==> config.mk <==
export PLATFORM = sky130hd
export DESIGN_NAME = nwsd_sqrt
export DESIGN_NICKNAME = d
export VERILOG_FILES = /design/src/hdl/nwsd_pkg.sv /design/src/hdl/nwsd_sqrt.sv
export SDC_FILE = /design/constraint.sdc
export NUM_CORES = 1
export LEC_CHECK = 0
export BUFFER_PORTS_ARGS = -buffer_cell sky130_fd_sc_hd__buf_2
export CAP_MARGIN = 20
export CORE_UTILIZATION = 59
export DETAILED_ROUTE_END_ITERATION = 10
export GPL_TIMING_DRIVEN = 0
export PLACE_DENSITY = 0.81
export SLEW_MARGIN = 30
export SYNTH_ARGS = -nofsm -noshare
export SYNTH_HDL_FRONTEND = slang
export SYNTH_SLANG_ARGS = --single-unit
==> constraint.sdc <==
create_clock -name clk -period 5.4 [get_ports clk]
set_input_delay 0.54 -clock clk [delete_from_list [all_inputs] [get_ports clk]]
set_output_delay 0.54 -clock clk [all_outputs]
set_load 0.02 [all_outputs]
==> src/hdl/nwsd_pkg.sv <==
// Package for the nearest wall signed distance block.
// Holds op codes and shared widths; no dependencies.
package nwsd_pkg;
    localparam int COORD_W = 24;
    localparam int NORM_W  = 16;
    localparam int DIST_W  = 26;
    localparam int IDX_W   = 10;
    localparam int DIFF_W  = 25;
    localparam int SQ_W    = 50;
    localparam int ROOT_W  = 25;

    localparam logic [1:0] OP_CLEAR  = 2'd0;
    localparam logic [1:0] OP_ADD    = 2'd1;
    localparam logic [1:0] OP_QUERY  = 2'd2;
    localparam logic [1:0] OP_UNUSED = 2'd3;

    // only computed cells are stored as wall points
    localparam logic [1:0] FLAG_COMPUTED = 2'd1;

    localparam logic signed [DIST_W-1:0] DIST_MAX = 26'sd33554431;

    typedef logic signed [COORD_W-1:0] coord_t;
    typedef logic signed [NORM_W-1:0]  norm_t;
endpackage

==> src/hdl/nwsd_sqrt.sv <==
// Iterative integer square root, one result bit per cycle.
// Depends on nwsd_pkg.
module nwsd_sqrt (
    input  logic                       clk,
    input  logic                       rst_n,
    input  logic                       start,
    input  logic [nwsd_pkg::SQ_W-1:0]  radicand,
    output logic                       done,
    output logic [nwsd_pkg::ROOT_W-1:0] root
);
    import nwsd_pkg::*;

    logic [SQ_W-1:0]   rem_reg, rem_next;
    logic [ROOT_W-1:0] res_reg, res_next;
    logic [4:0]        cnt_reg, cnt_next;
    logic              run_reg, run_next;
    logic              done_reg, done_next;
    logic [SQ_W+1:0]   trial;
    logic [SQ_W+1:0]   rem_sh;
    logic [SQ_W-1:0]   rad_reg;

    // restoring method: bring down two bits, test (4*res+1)
    always_comb
    begin
        rem_sh    = {rem_reg, 2'b00};
        trial     = {{(SQ_W+2-ROOT_W-2){1'b0}}, res_reg, 2'b01};
        rem_next  = rem_reg;
        res_next  = res_reg;
        cnt_next  = cnt_reg;
        run_next  = run_reg;
        done_next = 1'b0;
        if (start)
        begin
            rem_next = '0;
            res_next = '0;
            cnt_next = 5'd0;
            run_next = 1'b1;
        end
        else if (run_reg)
        begin
            rem_sh = {rem_reg[SQ_W-1:0], rad_reg[SQ_W-1 - 2*cnt_reg -: 2]};
            if (rem_sh >= trial)
            begin
                rem_next = SQ_W'(rem_sh - trial);
                res_next = {res_reg[ROOT_W-2:0], 1'b1};
            end
            else
            begin
                rem_next = SQ_W'(rem_sh);
                res_next = {res_reg[ROOT_W-2:0], 1'b0};
            end
            cnt_next = cnt_reg + 5'd1;
            if (cnt_reg == 5'(ROOT_W-1))
            begin
                run_next  = 1'b0;
                done_next = 1'b1;
            end
        end
    end

    always_ff @(posedge clk)
    begin
        if (start)
            rad_reg <= radicand;
    end

    always_ff @(posedge clk or negedge rst_n)
    begin
        if (!rst_n)
        begin
            run_reg  <= 1'b0;
            done_reg <= 1'b0;
            cnt_reg  <= '0;
        end
        else
        begin
            run_reg  <= run_next;
            done_reg <= done_next;
            cnt_reg  <= cnt_next;
        end
    end

    always_ff @(posedge clk)
    begin
        rem_reg <= rem_next;
        res_reg <= res_next;
    end

    assign done = done_reg;
    assign root = res_reg;
endmodule

; Word-level counts from Yosys, hierarchy flattened
; Cells that the tools add are included.
[word_totals]
mem_count = 0
wordCells = 23
output_inout_bits = 26
romBits = 0
latchBits = 0
register_bits = 132
ramBits = 0
[op_classes]
eq_ne = 1
muxes = 10
shift = 1
bitwise = 0
mul = 0
order_cmp = 1
reduce_logical = 1
addsub = 3
n_div = 0
[op_table]
columns = op, count
row1 = greater-or-equal comparator 52 x 27 -> 1 bit, 1
row2 = variable part select 51 x 33 -> 2 bit, 1
row3 = 2-to-1 mux 50 bit, 1
row4 = subtractor 50 x 27 -> 50 bit, 1
row5 = 2-to-1 mux 5 bit, 2
row6 = 2-to-1 mux 1 bit, 7
row7 = subtractor 6 x 6 -> 7 bit (first input constant), 1
row8 = adder 5 x 1 -> 5 bit (second input constant), 1
row9 = equality test 5 bit (second input constant), 1
row10 = nonzero test 2 bit, 1

; Logic depth before layout (Yosys ltp)
[logic_depth]
ltp_word = 4
ltp_mapped = 20
mapped_depth_nobuf = 16

; Worst setup path before layout
; No wires, ideal clock.
[synth_timing]
kind = register -> register
from = register cnt_reg[0]
to = register rem_reg[5]
path_stages_with_launch = 21
setup_ps = 116
slack_ps = 884
t_required_ps = 5284
arrival_ps = 4400
n_path_buf = 5
period_less_slack_ps = 4516
cell_sequence = dfrtp_1 -> clkbuf_1 -> inv_1 -> ha_1 -> buf_2 -> buf_1 -> nor2_1 -> nand2_1 -> a311oi_1 -> nand4_2 -> ha_1 -> nor2b_1 -> o21ai_0 -> a21oi_1 -> o31ai_1 -> a211oi_1 -> or2_2 -> buf_2 -> clkbuf_1 -> a21oi_1 -> a31o_2
[synth_between]
elab_chain_len = 4
[synth_lines]
columns = element, line_no
row1 = "start, declared", nwsd_sqrt.sv:15  ; logic [4:0] cnt_reg, cnt_next;
row2 = "start signal, assigned", nwsd_sqrt.sv:79  ; cnt_reg <= cnt_next;
row3 = subtractor 6 x 6 -> 7 bit *, nwsd_sqrt.sv:41  ; rem_sh = {rem_reg[SQ_W-1:0], rad_reg[SQ_W-1 - 2*cnt_reg -: 2]};
row4 = variable part select 51 x 33 -> 2 bit *, nwsd_sqrt.sv:41
row5 = subtractor 50 x 27 -> 50 bit / greater-or-equal comparator 52 x 27 -> 1 bit (equally long branches), "nwsd_sqrt.sv:44, nwsd_sqrt.sv:42"
row6 = 2-to-1 mux 50 bit *, nwsd_sqrt.sv:42  ; if (rem_sh >= trial)
row7 = "end signal, assigned", nwsd_sqrt.sv:85  ; rem_reg <= rem_next;
row8 = "end, declared", nwsd_sqrt.sv:13  ; logic [SQ_W-1:0] rem_reg, rem_next;
; Mark *: on every way between the ends. The rest lies on a longest branch, timed or not.
; A chain may end at the register's enable or synchronous reset.

; Final worst setup path
[layout_timing]
from = register cnt_reg[0]
to = register rem_reg[22]
; The elaborated chain is that of the path after synthesis.

==> summary.md <==
| Metric | Value |
|---|---|
| Status | complete, no violations |
| Die Y | approximately 110 um |
| Total congestion overflow | 0 |
| Die area | 13,100 um^2 |
| Synth area leaders | dfxtp_1 20%, edfxtp_1 20%, ha_1 4.9% |
| Final Max Slew Viols | 0 |
| Largest area contributor in the netlist | dfxtp_1 |
| Number of global-route vias before repair | between 6k and 7k |
| Total power | 5.03 mW |
| DRC violations left | 0 |
| Num rows | 40 |
| Synth top area share | 0.201 |
| Fin area | 8700 um^2 |
| CTS Buf Count | 17 |
| # setup viols final | 0 |
| Setup slack after layout | between 0.2 and 0.3 ns |
| Vias per inst | between 6 and 7 |
| I/O Buffers | ~80 |
| EDFF count, synth | 50 |
| Hpwl dp | ~14 mm |
| Antenna Cells | 0 |
| Post-Route WL | slightly below 20 mm |
| Largest net degree at the start of global routing | 53 |
| Leak | between 3 and 4 nW |
| WS Path Type | flip-flop to flip-flop |
| Req. time, crit path | approximately 5.8 ns |
| CP Capture Type | flip-flop |
| Post-Syn Area per Cell | approximately 9.5 um^2 |
| Setup TNS | 0 ns |
| Fmax achieved | around 0.19 GHz |
| Tcrit/Tclk final | 0.950 |
| Area delta synth->final | 16.7% |
| Post-synth cell types | 64 |
| Share of cells above drive strength 1 | 0.182 |
| Clock Latency Late Sink | 0.44 ns |
| RD Place Congestion | 0.981 |
| DR vias | ~6.6k |
| Fillcell total | a little over 900 |
| Post-synthesis sequential area ratio | 0.426 |
| Leading cell type by number of instances after synthesis | nor2_1 |
| Final Hold Slack | roughly 0.27 ns |
| Worst endpoint data arrival time | approximately 5.5 ns |
| Syn. warnings | 0 |
| CP max FO | 10 |
| Drt wl/cell | about 18 um |
| Clock transition at path regs | around 0.060 ns |
| Core ar. | 12,200 um^2 |
| CP Launch Type | flip-flop |
| Synth Net Count | between 800 and 900 |
| Initial antenna violation count | 0 |
| Fraction of registers with async set/reset | 0.0530 |
| Cell area power density | between 500 and 600 nW/um^2 |
| Die W | ~110 um |
| Post-DRT Antenna Nets | 0 |
| H-tree levels | 4 |
| 1st-iter DRT viols | 526 |
| Hold Crit Class | input pin to flip-flop |
| Syn Inst Count | around 790 |
| Top FF cell, synth | dfxtp_1 |
| Worst Clk Skew | 0.00981 ns |
| Clock root cell | clkbuf_16 |
| Clock Path Buffers | 2 |
| Area post-placement | a little over 8000 um^2 |
| Final critical-path required period | ~5 ns |
| Max-cap violation count | 0 |
| Initial Util | 0.613 |
| First-pass GRT wire length | ~31 mm |
| Nets | between 900 and 1k |
| Num Clock Sinks | roughly 130 |
| #FFs+latches synth | around 130 |
| Netlist area before placement | 7460 um^2 |
| Endpoints failing hold | 0 |
| CTS tree | built |
| Relative slew slack | 0.481 |
| Drt pass-1 iters | 6 |
| Peak supply drop | between 0.3 and 0.4 mV |
| # IOs | 79 |
| Dpl ws | -0.479 ns |
| Total track usage | 0.319 |
| Least-Margin Pin Slew | around 0.78 ns |
| Synth top cells by count | 91 x nor2_1, 75 x dfxtp_1, 72 x nand2_1 |
[final cells by class]
cell class,count,area (um^2),area share
clock buffer,18,429,0.0493
buffer,43,178,0.0204
sequential,132,3180,0.365
multi-input combinational,571,3990,0.458
tap,168,210,0.0242
timing repair buffer,82,425,0.0489
inverter,42,158,0.0181
clock inverter,14,140,0.0161
[metal layers]
metal  share of wire  routed length (um)  track usage  vias to the layer above
met5               0                   0            0                        -
met1            0.41                8050        0.372                     3099
met2            0.48                9440        0.534                      291
met3           0.070                1370       0.0836                       70
met4           0.042                 819        0.183                        0
li1                -                   -            -                     3105
[where the power goes]
part | switching [mW] | internal [mW]
registers | 0.177 | 1.23
clock network | 0.482 | 0.644
logic | 1.44 | 1.06
[per-stage QoR]
step / utilization / instances
floorplan: - / 788
global placement: 0.662 / 1034
detailed placement: 0.662 / 1034
CTS: 0.712 / 1067
global route: 0.716 / 1070
finish: 0.716 / 1070
[path summary, 6_finish.rpt]
kind                                    from     endpoint  slack (ns)  cells past startpoint
max in group asynchronous              rst_n   cnt_reg[4]        4.77                      2
min in group asynchronous              rst_n   cnt_reg[3]        0.47                      2
worst min-delay path            radicand[36]  rad_reg[36]        0.27                      1
worst max register to register    cnt_reg[0]  rem_reg[22]        0.27                     18
worst min register to register    rem_reg[4]   rem_reg[6]        0.49                      2
worst max-delay path              cnt_reg[0]  rem_reg[22]        0.27                     18
[cells in the final DEF, fill, tap and decap left out, types with 4 or more instances in the layout]
cell type	netlist	routed
nor2_1	91	90
buf_2	8	86
dfxtp_1	75	75
nand2_1	72	72
edfxtp_1	50	50
inv_1	42	42
a21oi_1	36	35
mux2i_1	33	33
clkbuf_1	33	32
o21ai_0	30	30
ha_1	29	29
a211oi_1	28	27
nor3_1	22	21
xnor2_1	20	20
xor2_1	20	20
nand3_1	18	18
clkbuf_16	0	17
a21o_1	16	16
a311oi_1	15	15
mux4_2	12	12
and3_1	9	9
or3_1	9	9
nand4_1	9	9
nor4_1	8	8
a31oi_1	7	7
dfrtp_1	7	7
nor2b_1	6	6
inv_6	0	6
and4_1	5	5
or4_1	5	5
nor3b_1	4	4
or2_2	4	4
o31ai_1	4	4
o21bai_1	4	4
and2_1	4	4
buf_4	0	4
[timing repair]
item,CTS,global route
pin swaps,0,4
endpoints found under the hold margin,7,0
gates resized for setup,7,5
buffers inserted,0,3
hold buffers,1,0
setup endpoints to repair,46,44
[logic make-up after synthesis]
| family | Yosys count | share of synthesized area |
|---|---|---|
| flip-flops | 132 | 0.426 |
| AND/OR/NAND/NOR | 283 | 0.187 |
| multiplexers | 45 | 0.0806 |
| buffers and inverters | 85 | 0.0441 |
| adder cells (fa/ha/maj) | 29 | 0.0487 |
| AO/OA/AOI/OAI | 173 | 0.162 |
| XOR/XNOR | 41 | 0.0507 |
[worst max-delay path: stages, from the launching register on]
cell and delay (ns):
dfrtp_1 0.41, clkbuf_4 0.21, inv_1 0.08, ha_1 0.37
xor2_4 0.37, a2111oi_0 0.20, a311oi_1 0.31, nand4_2 0.18
ha_1 0.25, nor2b_1 0.18, o21ai_0 0.19, a21oi_2 0.27
o31ai_1 0.16, a211oi_2 0.56, or2_2 0.27, buf_2 0.26
nand2_1 0.15, or3b_2 0.49, a21oi_1 0.13
Note: power is estimated with default switching activity, not from simulation.
